[src/hw/rtl/lswc_pkg.sv]
package lswc_pkg;

  // outcode bits
  localparam logic [3:0] CODE_INSIDE = 4'b0000;
  localparam logic [3:0] CODE_LEFT   = 4'b0001;
  localparam logic [3:0] CODE_RIGHT  = 4'b0010;
  localparam logic [3:0] CODE_BOTTOM = 4'b0100;
  localparam logic [3:0] CODE_TOP    = 4'b1000;

  // clip rounds before a segment is given up
  localparam int MAX_ROUNDS = 4;

  // serial arithmetic: multiplier digit and divider bits per cycle
  localparam int MUL_DIGIT_BITS = 4;
  localparam int DIV_STEP_BITS  = 2;

  // register indexes
  localparam logic [1:0] REG_WINDOW_LEFT   = 2'd0;
  localparam logic [1:0] REG_WINDOW_RIGHT  = 2'd1;
  localparam logic [1:0] REG_WINDOW_BOTTOM = 2'd2;
  localparam logic [1:0] REG_WINDOW_TOP    = 2'd3;

  typedef struct packed {
    logic load_in;
    logic setup;
    logic mul_step;
    logic div_step;
    logic update;
    logic out_load;
    logic out_accept;
  } lswc_cmd_t;

  typedef struct packed {
    logic all_inside;
    logic share_out;
  } lswc_stat_t;

endpackage

[src/hw/rtl/lswc_datapath.sv]
module lswc_datapath #(
  parameter int COORD_INT_BITS  = 16,
  parameter int COORD_FRAC_BITS = 8
) (
  input  logic                                                clk,
  input  lswc_pkg::lswc_cmd_t                                 cmd,
  output lswc_pkg::lswc_stat_t                                stat,
  input  logic signed [15:0]                                  window_left,
  input  logic signed [15:0]                                  window_right,
  input  logic signed [15:0]                                  window_bottom,
  input  logic signed [15:0]                                  window_top,
  input  logic signed [COORD_INT_BITS+COORD_FRAC_BITS-1:0]    in_start_x,
  input  logic signed [COORD_INT_BITS+COORD_FRAC_BITS-1:0]    in_start_y,
  input  logic signed [COORD_INT_BITS+COORD_FRAC_BITS-1:0]    in_end_x,
  input  logic signed [COORD_INT_BITS+COORD_FRAC_BITS-1:0]    in_end_y,
  output logic                                                out_accepted,
  output logic signed [COORD_INT_BITS+COORD_FRAC_BITS-1:0]    out_clipped_start_x,
  output logic signed [COORD_INT_BITS+COORD_FRAC_BITS-1:0]    out_clipped_start_y,
  output logic signed [COORD_INT_BITS+COORD_FRAC_BITS-1:0]    out_clipped_end_x,
  output logic signed [COORD_INT_BITS+COORD_FRAC_BITS-1:0]    out_clipped_end_y
);
  import lswc_pkg::*;

  localparam int W      = COORD_INT_BITS + COORD_FRAC_BITS;
  localparam int QW     = 2 * W;
  localparam int MS     = (W + MUL_DIGIT_BITS - 1) / MUL_DIGIT_BITS;
  localparam int BPW    = MS * MUL_DIGIT_BITS;
  localparam int CLW    = (QW > 63) ? QW : 63;
  localparam int SW     = CLW + 2;
  localparam int EBW    = (((16 + COORD_FRAC_BITS) > W) ? (16 + COORD_FRAC_BITS) : W) + 1;
  localparam logic signed [W-1:0] CMAX = {1'b0, {(W-1){1'b1}}};
  localparam logic signed [W-1:0] CMIN = {1'b1, {(W-1){1'b0}}};
  localparam logic [CLW-1:0] QLIM = CLW'(64'h4000_0000_0000_0000);

  // integer window edge scaled to the coordinate format, saturated
  function automatic logic signed [W-1:0] edge_val(input logic signed [15:0] e);
    logic signed [EBW-1:0] v;
    v = EBW'(e) <<< COORD_FRAC_BITS;
    if (v > EBW'(CMAX)) return CMAX;
    if (v < EBW'(CMIN)) return CMIN;
    return W'(v);
  endfunction

  function automatic logic [W-1:0] mag(input logic signed [W:0] v);
    logic signed [W:0] n;
    n = -v;
    return v[W] ? n[W-1:0] : v[W-1:0];
  endfunction

  logic signed [W-1:0] x1_r, y1_r, x2_r, y2_r;
  logic signed [W-1:0] xl, xr, yb, yt;
  logic [3:0]          c1, c2, co;
  logic                first, vert;
  logic signed [W-1:0] e_sel;
  logic signed [W:0]   dx, dy, bsub, a_s, d_s;

  logic [W-1:0]        a_mag_r, d_mag_r, rem_r, rem_nxt;
  logic [BPW-1:0]      b_sh_r;
  logic [QW-1:0]       pq_r, pq_nxt, div_pq;
  logic                neg_r, vert_r, first_r;
  logic signed [W-1:0] e_r;
  logic [W+MUL_DIGIT_BITS-1:0] pp;

  logic [CLW-1:0]      qz;
  logic signed [SW-1:0] sq, sum;
  logic signed [W-1:0] base, newc;

  logic                out_accepted_r;
  logic signed [W-1:0] out_sx_r, out_sy_r, out_ex_r, out_ey_r;

  assign xl = edge_val(window_left);
  assign xr = edge_val(window_right);
  assign yb = edge_val(window_bottom);
  assign yt = edge_val(window_top);

  // outcodes of the current endpoints
  always_comb begin
    c1 = CODE_INSIDE;
    if (x1_r < xl) c1 = c1 | CODE_LEFT;
    else if (x1_r > xr) c1 = c1 | CODE_RIGHT;
    if (y1_r < yb) c1 = c1 | CODE_BOTTOM;
    else if (y1_r > yt) c1 = c1 | CODE_TOP;
    c2 = CODE_INSIDE;
    if (x2_r < xl) c2 = c2 | CODE_LEFT;
    else if (x2_r > xr) c2 = c2 | CODE_RIGHT;
    if (y2_r < yb) c2 = c2 | CODE_BOTTOM;
    else if (y2_r > yt) c2 = c2 | CODE_TOP;
  end

  assign stat.all_inside = (c1 == CODE_INSIDE) && (c2 == CODE_INSIDE);
  assign stat.share_out  = (c1 & c2) != CODE_INSIDE;

  // operand selection for one clip round
  always_comb begin
    first = (c1 != CODE_INSIDE);
    co    = first ? c1 : c2;
    vert  = ((co & CODE_TOP) != CODE_INSIDE) || ((co & CODE_BOTTOM) != CODE_INSIDE);
    if ((co & CODE_TOP) != CODE_INSIDE) e_sel = yt;
    else if ((co & CODE_BOTTOM) != CODE_INSIDE) e_sel = yb;
    else if ((co & CODE_RIGHT) != CODE_INSIDE) e_sel = xr;
    else e_sel = xl;
    dx   = (W+1)'(x2_r) - (W+1)'(x1_r);
    dy   = (W+1)'(y2_r) - (W+1)'(y1_r);
    bsub = (W+1)'(e_sel) - (W+1)'(vert ? y1_r : x1_r);
    a_s  = vert ? dx : dy;
    d_s  = vert ? dy : dx;
  end

  // radix-16 multiply step, msb digit first
  always_comb begin
    pp     = (W+MUL_DIGIT_BITS)'(a_mag_r) *
             (W+MUL_DIGIT_BITS)'(b_sh_r[BPW-1 -: MUL_DIGIT_BITS]);
    pq_nxt = (pq_r << MUL_DIGIT_BITS) + QW'(pp);
  end

  // restoring divide, dividend shifts out the top while quotient fills the bottom
  always_comb begin
    logic [W:0] t;
    rem_nxt = rem_r;
    div_pq  = pq_r;
    for (int i = 0; i < DIV_STEP_BITS; i++) begin
      t      = {rem_nxt, div_pq[QW-1]};
      div_pq = div_pq << 1;
      if (t >= {1'b0, d_mag_r}) begin
        t         = t - {1'b0, d_mag_r};
        div_pq[0] = 1'b1;
      end
      rem_nxt = t[W-1:0];
    end
  end

  // new coordinate from the quotient
  always_comb begin
    qz = (d_mag_r == '0) ? '0 : CLW'(pq_r);
    if (qz > QLIM) qz = QLIM;
    sq   = neg_r ? -$signed(SW'(qz)) : $signed(SW'(qz));
    base = vert_r ? x1_r : y1_r;
    sum  = SW'(base) + sq;
    if (sum > SW'(CMAX)) newc = CMAX;
    else if (sum < SW'(CMIN)) newc = CMIN;
    else newc = W'(sum);
  end

  always_ff @(posedge clk) begin
    if (cmd.load_in) begin
      x1_r <= in_start_x;
      y1_r <= in_start_y;
      x2_r <= in_end_x;
      y2_r <= in_end_y;
    end else if (cmd.update) begin
      if (first_r) begin
        x1_r <= vert_r ? newc : e_r;
        y1_r <= vert_r ? e_r : newc;
      end else begin
        x2_r <= vert_r ? newc : e_r;
        y2_r <= vert_r ? e_r : newc;
      end
    end

    if (cmd.setup) begin
      a_mag_r <= mag(a_s);
      b_sh_r  <= BPW'(mag(bsub));
      d_mag_r <= mag(d_s);
      neg_r   <= a_s[W] ^ bsub[W] ^ d_s[W];
      e_r     <= e_sel;
      vert_r  <= vert;
      first_r <= first;
      pq_r    <= '0;
      rem_r   <= '0;
    end else if (cmd.mul_step) begin
      pq_r   <= pq_nxt;
      b_sh_r <= b_sh_r << MUL_DIGIT_BITS;
    end else if (cmd.div_step) begin
      pq_r  <= div_pq;
      rem_r <= rem_nxt;
    end

    if (cmd.out_load) begin
      out_accepted_r <= cmd.out_accept;
      out_sx_r       <= cmd.out_accept ? x1_r : '0;
      out_sy_r       <= cmd.out_accept ? y1_r : '0;
      out_ex_r       <= cmd.out_accept ? x2_r : '0;
      out_ey_r       <= cmd.out_accept ? y2_r : '0;
    end
  end

  assign out_accepted        = out_accepted_r;
  assign out_clipped_start_x = out_sx_r;
  assign out_clipped_start_y = out_sy_r;
  assign out_clipped_end_x   = out_ex_r;
  assign out_clipped_end_y   = out_ey_r;

endmodule

[src/hw/rtl/lswc_ctrl.sv]
module lswc_ctrl #(
  parameter int COORD_BITS = 24
) (
  input  logic                 clk,
  input  logic                 rst_n,
  input  logic                 in_valid,
  output logic                 in_ready,
  output logic                 out_valid,
  input  logic                 out_ready,
  input  lswc_pkg::lswc_stat_t stat,
  output lswc_pkg::lswc_cmd_t  cmd
);
  import lswc_pkg::*;

  localparam int MS = (COORD_BITS + MUL_DIGIT_BITS - 1) / MUL_DIGIT_BITS;
  localparam int DS = (2 * COORD_BITS) / DIV_STEP_BITS;
  localparam int CN = (MS > DS) ? MS : DS;
  localparam int CW = $clog2(CN);

  localparam logic [2:0] S_IDLE = 3'd0;
  localparam logic [2:0] S_EVAL = 3'd1;
  localparam logic [2:0] S_MUL  = 3'd2;
  localparam logic [2:0] S_DIV  = 3'd3;
  localparam logic [2:0] S_UPD  = 3'd4;

  logic [2:0]    state_r, state_nxt;
  logic [CW-1:0] cnt_r, cnt_nxt;
  logic [2:0]    round_r, round_nxt;
  logic          out_valid_r, out_valid_nxt;
  logic          out_free, finish;

  assign out_free = !out_valid_r || out_ready;
  assign finish   = stat.all_inside || stat.share_out || (round_r == 3'(MAX_ROUNDS));

  always_comb begin
    state_nxt = state_r;
    cnt_nxt   = cnt_r;
    round_nxt = round_r;
    cmd       = '0;
    case (state_r)
      S_IDLE: begin
        if (in_valid) begin
          cmd.load_in = 1'b1;
          round_nxt   = '0;
          state_nxt   = S_EVAL;
        end
      end
      S_EVAL: begin
        if (finish) begin
          if (out_free) begin
            cmd.out_load   = 1'b1;
            cmd.out_accept = stat.all_inside;
            state_nxt      = S_IDLE;
          end
        end else begin
          cmd.setup = 1'b1;
          cnt_nxt   = '0;
          state_nxt = S_MUL;
        end
      end
      S_MUL: begin
        cmd.mul_step = 1'b1;
        if (cnt_r == CW'(MS - 1)) begin
          cnt_nxt   = '0;
          state_nxt = S_DIV;
        end else begin
          cnt_nxt = cnt_r + 1'b1;
        end
      end
      S_DIV: begin
        cmd.div_step = 1'b1;
        if (cnt_r == CW'(DS - 1)) begin
          state_nxt = S_UPD;
        end else begin
          cnt_nxt = cnt_r + 1'b1;
        end
      end
      S_UPD: begin
        cmd.update = 1'b1;
        round_nxt  = round_r + 1'b1;
        state_nxt  = S_EVAL;
      end
      default: begin
        state_nxt = S_IDLE;
      end
    endcase
  end

  always_comb begin
    out_valid_nxt = out_valid_r;
    if (out_ready) out_valid_nxt = 1'b0;
    if (cmd.out_load) out_valid_nxt = 1'b1;
  end

  always_ff @(posedge clk) begin
    if (!rst_n) begin
      state_r     <= S_IDLE;
      cnt_r       <= '0;
      round_r     <= '0;
      out_valid_r <= 1'b0;
    end else begin
      state_r     <= state_nxt;
      cnt_r       <= cnt_nxt;
      round_r     <= round_nxt;
      out_valid_r <= out_valid_nxt;
    end
  end

  assign in_ready  = (state_r == S_IDLE);
  assign out_valid = out_valid_r;

  a_no_overwrite: assert property (@(posedge clk) disable iff (!rst_n)
    cmd.out_load |-> (!out_valid_r || out_ready))
    else $error("result overwritten while still pending");

  a_accept_to_eval: assert property (@(posedge clk) disable iff (!rst_n)
    (in_valid && in_ready) |=> (state_r == S_EVAL))
    else $error("accepted request did not start evaluation");

  a_round_limit: assert property (@(posedge clk) disable iff (!rst_n)
    (state_r == S_EVAL && round_r == 3'(MAX_ROUNDS)) |-> !cmd.setup)
    else $error("clip round started past the limit");

  a_update_to_eval: assert property (@(posedge clk) disable iff (!rst_n)
    cmd.update |=> (state_r == S_EVAL && round_r != 3'd0))
    else $error("update not followed by outcode check");

endmodule

[src/hw/rtl/line_segment_window_clipper_unit.sv]
// cohen-sutherland line clipper against a rectangular window
// input channel: in_valid/in_ready carry one segment per request, two endpoints
//   in signed fixed point (COORD_INT_BITS.COORD_FRAC_BITS, q16.8 by default)
// output channel: out_valid/out_ready carry one result per request: accepted flag
//   plus the clipped endpoints, all zero when the segment is rejected
// window: four signed integer edge registers on an apb-style port at byte
//   addresses 0, 4, 8, 12 (left, right, bottom, top); the user must see that they
//   are written only while idle, the block itself does not enforce it
// timing: segments are handled one at a time; a segment needs n clip rounds
//   (n from 0 to 4), each an outcode check with operand setup, the serial
//   multiply, the serial divide and an endpoint update
// each round is bounded by the serial multiplier (4 bits of the multiplier per
//   cycle) and the restoring divider (2 quotient bits per cycle)
// the next request can be taken in the cycle after a result is loaded, while that
//   result may still sit in the output register
// a stalled receiver holds the result in the output register; a second result
//   waits in the endpoint registers of the datapath until the first one is taken
// reset: synchronous, active low; clears the controller, the output valid and
//   the window registers (all edges zero)
module line_segment_window_clipper_unit #(
  parameter int COORD_INT_BITS  = 16,
  parameter int COORD_FRAC_BITS = 8
) (
  input  logic                                             clk,
  input  logic                                             rst_n,
  // segment requests
  input  logic                                             in_valid,
  output logic                                             in_ready,
  input  logic signed [COORD_INT_BITS+COORD_FRAC_BITS-1:0] in_start_x,
  input  logic signed [COORD_INT_BITS+COORD_FRAC_BITS-1:0] in_start_y,
  input  logic signed [COORD_INT_BITS+COORD_FRAC_BITS-1:0] in_end_x,
  input  logic signed [COORD_INT_BITS+COORD_FRAC_BITS-1:0] in_end_y,
  // clip results
  output logic                                             out_valid,
  input  logic                                             out_ready,
  output logic                                             out_accepted,
  output logic signed [COORD_INT_BITS+COORD_FRAC_BITS-1:0] out_clipped_start_x,
  output logic signed [COORD_INT_BITS+COORD_FRAC_BITS-1:0] out_clipped_start_y,
  output logic signed [COORD_INT_BITS+COORD_FRAC_BITS-1:0] out_clipped_end_x,
  output logic signed [COORD_INT_BITS+COORD_FRAC_BITS-1:0] out_clipped_end_y,
  // window registers
  input  logic                                             psel,
  input  logic                                             penable,
  input  logic                                             pwrite,
  input  logic [3:0]                                       paddr,
  input  logic [31:0]                                      pwdata,
  output logic [31:0]                                      prdata,
  output logic                                             pready
);
  import lswc_pkg::*;

  localparam int W = COORD_INT_BITS + COORD_FRAC_BITS;

  logic signed [15:0] window_left_r, window_right_r, window_bottom_r, window_top_r;
  logic               reg_wr;
  logic [1:0]         reg_idx;
  logic [15:0]        rd_val;
  lswc_cmd_t          cmd;
  lswc_stat_t         stat;

  // apb: no wait states, write lands in the access phase
  assign pready  = 1'b1;
  assign reg_wr  = psel && penable && pwrite;
  assign reg_idx = paddr[3:2];

  always_ff @(posedge clk) begin
    if (!rst_n) begin
      window_left_r   <= '0;
      window_right_r  <= '0;
      window_bottom_r <= '0;
      window_top_r    <= '0;
    end else if (reg_wr) begin
      case (reg_idx)
        REG_WINDOW_LEFT:   window_left_r   <= pwdata[15:0];
        REG_WINDOW_RIGHT:  window_right_r  <= pwdata[15:0];
        REG_WINDOW_BOTTOM: window_bottom_r <= pwdata[15:0];
        REG_WINDOW_TOP:    window_top_r    <= pwdata[15:0];
        default: begin
        end
      endcase
    end
  end

  // read back, sign extended to the bus
  always_comb begin
    case (reg_idx)
      REG_WINDOW_LEFT:   rd_val = window_left_r;
      REG_WINDOW_RIGHT:  rd_val = window_right_r;
      REG_WINDOW_BOTTOM: rd_val = window_bottom_r;
      REG_WINDOW_TOP:    rd_val = window_top_r;
      default:           rd_val = '0;
    endcase
  end
  assign prdata = {{16{rd_val[15]}}, rd_val};

  // sequencer: outcode check, multiply, divide, endpoint update per round
  lswc_ctrl #(
    .COORD_BITS(W)
  ) u_ctrl (
    .clk      (clk),
    .rst_n    (rst_n),
    .in_valid (in_valid),
    .in_ready (in_ready),
    .out_valid(out_valid),
    .out_ready(out_ready),
    .stat     (stat),
    .cmd      (cmd)
  );

  // endpoint registers, outcodes, serial mul/div and the output register
  lswc_datapath #(
    .COORD_INT_BITS (COORD_INT_BITS),
    .COORD_FRAC_BITS(COORD_FRAC_BITS)
  ) u_datapath (
    .clk                (clk),
    .cmd                (cmd),
    .stat               (stat),
    .window_left        (window_left_r),
    .window_right       (window_right_r),
    .window_bottom      (window_bottom_r),
    .window_top         (window_top_r),
    .in_start_x         (in_start_x),
    .in_start_y         (in_start_y),
    .in_end_x           (in_end_x),
    .in_end_y           (in_end_y),
    .out_accepted       (out_accepted),
    .out_clipped_start_x(out_clipped_start_x),
    .out_clipped_start_y(out_clipped_start_y),
    .out_clipped_end_x  (out_clipped_end_x),
    .out_clipped_end_y  (out_clipped_end_y)
  );

endmodule

[config.mk]
export PLATFORM = sky130hd
export DESIGN_NAME = line_segment_window_clipper_unit
export DESIGN_NICKNAME = d
export VERILOG_FILES = /design/src/hw/rtl/lswc_pkg.sv /design/src/hw/rtl/lswc_datapath.sv /design/src/hw/rtl/lswc_ctrl.sv /design/src/hw/rtl/line_segment_window_clipper_unit.sv
export SDC_FILE = /design/constraint.sdc
export NUM_CORES = 2
export LEC_CHECK = 0
export ABC_CLOCK_PERIOD_IN_PS = 12150
export BUFFER_PORTS_ARGS = -buffer_cell sky130_fd_sc_hd__buf_4
export CORE_UTILIZATION = 50
export CTS_BUF_LIST = sky130_fd_sc_hd__clkbuf_16
export CTS_CLUSTER_DIAMETER = 100
export DETAILED_ROUTE_END_ITERATION = 10
export PLACE_DENSITY = 0.68
export SETUP_SLACK_MARGIN = 0.1
export SKIP_CTS_REPAIR_TIMING = 1
export SYNTH_ARGS = -nofsm -noshare
export SYNTH_HDL_FRONTEND = slang
export SYNTH_SLANG_ARGS = --single-unit
[constraint.sdc]
create_clock -name clk -period 12.15 [get_ports clk]
set_input_delay 0.6075 -clock clk [delete_from_list [all_inputs] [get_ports clk]]
set_output_delay 0.6075 -clock clk [all_outputs]
set_load 0.1 [all_outputs]
==> flow_metrics.tcl <==
set metrics [dict create \
    min-delay-path-class "input port to flip-flop" \
    timing.critical_path.cells "nor4_1 -> nand4_1 -> or2_2 -> nand2_1 -> ha_1 -> nor2_1 -> nor2_1 -> nor3_1 -> ha_1 -> nand2_1 -> o21ai_0 -> a21oi_2 -> o21ai_0 -> o21ai_1 -> o21ai_0 -> xor2_1 -> nor4_1 -> nand4_1 -> or4_1 -> or4_1 -> o22ai_1 -> o21ai_0" \
    gp_congestion 1.00 \
    run_status "finished, final reports clean" \
    floorplan.die_area_sq_mm 0.0815 \
    clock-sinks 432 \
    tightestPinTransition_ns 1.39 \
    finClkSkew_ns 0.0231 \
    rsz0062_at_grt "no" \
    timing.rr.start "u_datapath.d_mag_r[16]$_DFFE_PP_" \
    final_hold_viol_count 0 \
    worst_setup_path_end_kind "flip-flop" \
    ioPinCount 271 \
    vias 37800 \
    worstSetupPathType "flip-flop to flip-flop" \
    cpMaxStageDelayCell "sky130_fd_sc_hd__o22ai_1" \
    hold-path-cell-count 3 \
    first_pass_iteration_count_of_the_detailed_router 7 \
    ant_nets 0 \
    post_synth_num_cell_types 102 \
    syn_to_final_growth_pct 9.57 \
    final_nets 5415 \
    yosys.area_share.xor_xnor 0.0606 \
    finalCritPeriodShare 0.790 \
    fill_cells 7389 \
    synth_sequential_area_ratio 0.286 \
    timing.final.max_slew_violations 0 \
    gr-usage-all-layers 0.350 \
    achievable-frequency_mhz 104 \
    worst_ep_required_time_ns 12.43 \
    r2r_setup_slack_ns 2.55 \
    grt_pass1_vias 34600 \
    cpLargestDelayFamily "simple AND/OR/NAND/NOR gates" \
    core-area_sq_mm 0.0793 \
    synthesis.instances 4772 \
    numPlacedInstances 5855 \
    antenna_violations_before_repair 6 \
    cts.reportedPaths.clkPinSlew_ns 0.06 \
    yosys_warnings 0 \
    synth_area_per_cell_sq_um 8.42 \
    path_max_fanout 30 \
    synth_nets 5331 \
    worst_setup_path_start_kind "flip-flop" \
    dp_hpwl_mm 114 \
    grt_start_max_net_pins 157 \
    cts_tree "done" \
    grt_pass1_wl_mm 217 \
    max_cap_violations 0 \
    final_cells 5950 \
    compound_cell_area_share_of_the_yosys_netlist 0.229 \
    timing.final.setup_violations 0 \
    cts.htree.levels 2 \
    route.detailed.vias_per_inst 6.35 \
    rows 103 \
    insertion_delay_ns 0.62 \
    post_route_cells_drive_above_1_share 0.102 \
    chipHeight_um 285 \
    async_reset_ff_frac 0 \
    number_of_enable_flip_flop_cells_after_synthesis 284 \
    die_w_um 285 \
    seq_cells_post_synth 432 \
    slowest_stage_delay_on_critical_path_ns 0.95 \
    timing.final.crit_period_ns 9.60 \
    clockRootBuffer "sky130_fd_sc_hd__clkbuf_16" \
    yosys.area_share.adder 0.144 \
    hold-worst-slack_ns 0.285 \
    worst_hold_path.endpoint "window_top_r[12]$_SDFFE_PN0P_" \
    critical_path_data_arrival_time_ns 9.89 \
    post_route_setup_tns_ns 0 \
    crit_top_cell "sky130_fd_sc_hd__o21ai_0" \
    mappedNetlistArea_sq_mm 0.0402 \
    worstPathBufferInverterCount 0 \
    dr.first_iter.drc_count 4415 \
    remaining_drc_errors 0 \
    mux_share_of_post_synthesis_cell_area 0.0309 \
    port_buffers 251 \
    initial_utilization 0.507 \
    r2r-end "u_datapath.y2_r[1]$_DFFE_PP_" \
    wire_per_inst_um 24.5 \
    max_slew_margin 0.0647 \
    yosys.area_share.simple 0.189 \
    synth_ff_type "sky130_fd_sc_hd__edfxtp_1" \
    grt-ovfl-total 0 \
    ctsLongestPathBuffers 3 \
    hp-start "pwdata[12]" \
    combinational_family_with_the_most_area_after_synthesis "compound AO/OA/AOI/OAI gates" \
    reg2reg_depth 22 \
    cts_buffers 49 \
    detail_route.wirelength_mm 146 \
]
-- how the worst max path moves through the flow --
stage	slack [ns]	endpoint	startpoint	depth (start not counted)
final	2.55	u_datapath.y2_r[1]$_DFFE_PP_	u_datapath.d_mag_r[16]$_DFFE_PP_	22
after global routing	2.19	u_datapath.x1_r[10]$_DFFE_PP_	u_datapath.pq_r[2]$_SDFFE_PP0P_	25
after CTS	2.71	u_datapath.y2_r[1]$_DFFE_PP_	u_datapath.d_mag_r[16]$_DFFE_PP_	22
after detailed placement	2.75	u_datapath.y2_r[1]$_DFFE_PP_	u_datapath.d_mag_r[16]$_DFFE_PP_	22
after global placement	2.76	u_datapath.y2_r[1]$_DFFE_PP_	u_datapath.d_mag_r[16]$_DFFE_PP_	26
after floorplan	4.95	u_datapath.x1_r[16]$_DFFE_PP_	u_datapath.pq_r[2]$_SDFFE_PP0P_	27
-- cell usage after synthesis, types with 39 or more instances --
| library cell | count | area [sq um] |
|---|---|---|
| sky130_fd_sc_hd__nand2_1 | 573 | 2150 |
| sky130_fd_sc_hd__ha_1 | 348 | 4350 |
| sky130_fd_sc_hd__nor2_1 | 348 | 1310 |
| sky130_fd_sc_hd__a21oi_1 | 294 | 1470 |
| sky130_fd_sc_hd__inv_1 | 290 | 1090 |
| sky130_fd_sc_hd__edfxtp_1 | 284 | 8530 |
| sky130_fd_sc_hd__o21ai_0 | 259 | 1300 |
| sky130_fd_sc_hd__clkbuf_1 | 176 | 661 |
| sky130_fd_sc_hd__xnor2_1 | 164 | 1440 |
| sky130_fd_sc_hd__dfxtp_1 | 148 | 2960 |
| sky130_fd_sc_hd__nor3_1 | 145 | 726 |
| sky130_fd_sc_hd__o211ai_1 | 141 | 1060 |
| sky130_fd_sc_hd__xor2_1 | 114 | 998 |
| sky130_fd_sc_hd__a21o_1 | 110 | 826 |
| sky130_fd_sc_hd__and2_1 | 109 | 682 |
| sky130_fd_sc_hd__nand3_1 | 90 | 450 |
| sky130_fd_sc_hd__a211oi_1 | 79 | 593 |
| sky130_fd_sc_hd__a21boi_0 | 78 | 586 |
| sky130_fd_sc_hd__a22oi_1 | 73 | 548 |
| sky130_fd_sc_hd__fa_1 | 72 | 1440 |
| sky130_fd_sc_hd__mux2i_1 | 70 | 701 |
| sky130_fd_sc_hd__nand4_1 | 62 | 388 |
| sky130_fd_sc_hd__a31oi_1 | 58 | 363 |
| sky130_fd_sc_hd__o21a_1 | 49 | 368 |
| sky130_fd_sc_hd__and3_1 | 43 | 269 |
| sky130_fd_sc_hd__nor4_1 | 42 | 263 |
| sky130_fd_sc_hd__o21bai_1 | 39 | 293 |
-- layout make-up --
cell class,instances,area [sq um],area share
Inverter,291,1090,0.0248
Multi-Input combinational cell,3788,26300,0.598
Antenna cell,3,7.51,0.000171
Clock buffer,51,1280,0.0290
Tap cell,1050,1310,0.0298
Clock inverter,41,270,0.00614
Sequential cell,432,11500,0.261
Timing Repair Buffer,294,2220,0.0504
-- cell families (layout without fill, tap and decap cells) --
kind of cell	Yosys count	after routing
simple gates	1604	1604
mux	102	102
buf+inv	552	677
xor+xnor	278	278
flops	432	432
compound gates	1383	1383
other cells	1	4
fa+ha+maj	420	420
-- per-layer routing --
layer | global-route usage | wire, um
met1 | 0.492 | 61200
met2 | 0.537 | 63800
met3 | 0.0502 | 14100
met4 | 0.149 | 6930
met5 | 0 | 13
-- stage by stage --
step,area (sq um),utilization,worst slack [ns]
finish,44000,0.555,2.55
global route,44000,0.555,2.19
CTS,44000,0.555,2.71
detailed placement,42500,0.536,2.75
global placement,42500,0.536,2.76
floorplan,40200,-,4.95
-- sequential cells by signal (all words and copies together), names as in the netlist, 16 cells and up --
register                        flops
u_datapath.y1_r                    24
u_datapath.out_clipped_end_x       24
u_datapath.out_clipped_end_y       24
u_datapath.y2_r                    24
u_datapath.rem_r                   24
u_datapath.d_mag_r                 24
window_bottom_r                    16
u_datapath.x1_r                    24
window_right_r                     16
u_datapath.pq_r                    48
u_datapath.out_clipped_start_y     24
window_left_r                      16
u_datapath.e_r                     16
u_datapath.out_clipped_start_x     24
window_top_r                       16
u_datapath.a_mag_r                 24
u_datapath.x2_r                    24
u_datapath.b_sh_r                  24
-- layout by cell type (no fill, tap or decap), types with 19 or more instances in the layout --
| cell | Yosys | routed |
|---|---|---|
| sky130_fd_sc_hd__nand2_1 | 573 | 571 |
| sky130_fd_sc_hd__ha_1 | 348 | 348 |
| sky130_fd_sc_hd__nor2_1 | 348 | 344 |
| sky130_fd_sc_hd__inv_1 | 290 | 296 |
| sky130_fd_sc_hd__a21oi_1 | 294 | 294 |
| sky130_fd_sc_hd__buf_4 | 19 | 293 |
| sky130_fd_sc_hd__edfxtp_1 | 284 | 284 |
| sky130_fd_sc_hd__o21ai_0 | 259 | 258 |
| sky130_fd_sc_hd__xnor2_1 | 164 | 164 |
| sky130_fd_sc_hd__dfxtp_1 | 148 | 147 |
| sky130_fd_sc_hd__nor3_1 | 145 | 144 |
| sky130_fd_sc_hd__o211ai_1 | 141 | 141 |
| sky130_fd_sc_hd__xor2_1 | 114 | 114 |
| sky130_fd_sc_hd__a21o_1 | 110 | 110 |
| sky130_fd_sc_hd__and2_1 | 109 | 107 |
| sky130_fd_sc_hd__nand3_1 | 90 | 90 |
| sky130_fd_sc_hd__a211oi_1 | 79 | 79 |
| sky130_fd_sc_hd__a21boi_0 | 78 | 78 |
| sky130_fd_sc_hd__a22oi_1 | 73 | 73 |
| sky130_fd_sc_hd__fa_1 | 72 | 72 |
| sky130_fd_sc_hd__mux2i_1 | 70 | 70 |
| sky130_fd_sc_hd__nand4_1 | 62 | 62 |
| sky130_fd_sc_hd__a31oi_1 | 58 | 57 |
| sky130_fd_sc_hd__clkbuf_16 | 0 | 51 |
| sky130_fd_sc_hd__o21a_1 | 49 | 49 |
| sky130_fd_sc_hd__nor4_1 | 42 | 42 |
| sky130_fd_sc_hd__and3_1 | 43 | 42 |
| sky130_fd_sc_hd__o21bai_1 | 39 | 39 |
| sky130_fd_sc_hd__nand2b_1 | 34 | 34 |
| sky130_fd_sc_hd__nor2b_1 | 35 | 34 |
| sky130_fd_sc_hd__or3_1 | 26 | 26 |
| sky130_fd_sc_hd__or2_2 | 23 | 23 |
| sky130_fd_sc_hd__o31ai_1 | 22 | 22 |
| sky130_fd_sc_hd__o22ai_1 | 20 | 19 |
-- worst register-to-register path: stages, from the launching register on --
cell                       delay, ns
sky130_fd_sc_hd__edfxtp_1       0.38
sky130_fd_sc_hd__nor4_1         0.54
sky130_fd_sc_hd__nand4_1        0.32
sky130_fd_sc_hd__or2_2          0.63
sky130_fd_sc_hd__nand2_1        0.22
sky130_fd_sc_hd__ha_1           0.39
sky130_fd_sc_hd__nor2_1         0.23
sky130_fd_sc_hd__nor2_1         0.94
sky130_fd_sc_hd__nor3_1         0.22
sky130_fd_sc_hd__ha_1           0.44
sky130_fd_sc_hd__nand2_1        0.11
sky130_fd_sc_hd__o21ai_0        0.11
sky130_fd_sc_hd__a21oi_2        0.33
sky130_fd_sc_hd__o21ai_0        0.19
sky130_fd_sc_hd__o21ai_1        0.61
sky130_fd_sc_hd__o21ai_0        0.25
sky130_fd_sc_hd__xor2_1         0.23
sky130_fd_sc_hd__nor4_1         0.47
sky130_fd_sc_hd__nand4_1        0.14
sky130_fd_sc_hd__or4_1          0.52
sky130_fd_sc_hd__or4_1          0.72
sky130_fd_sc_hd__o22ai_1        0.95
sky130_fd_sc_hd__o21ai_0        0.35
Power is left out: the tool's default activity adds up to more than one toggle a clock period on the data nets, which glitch-free logic cannot reach.
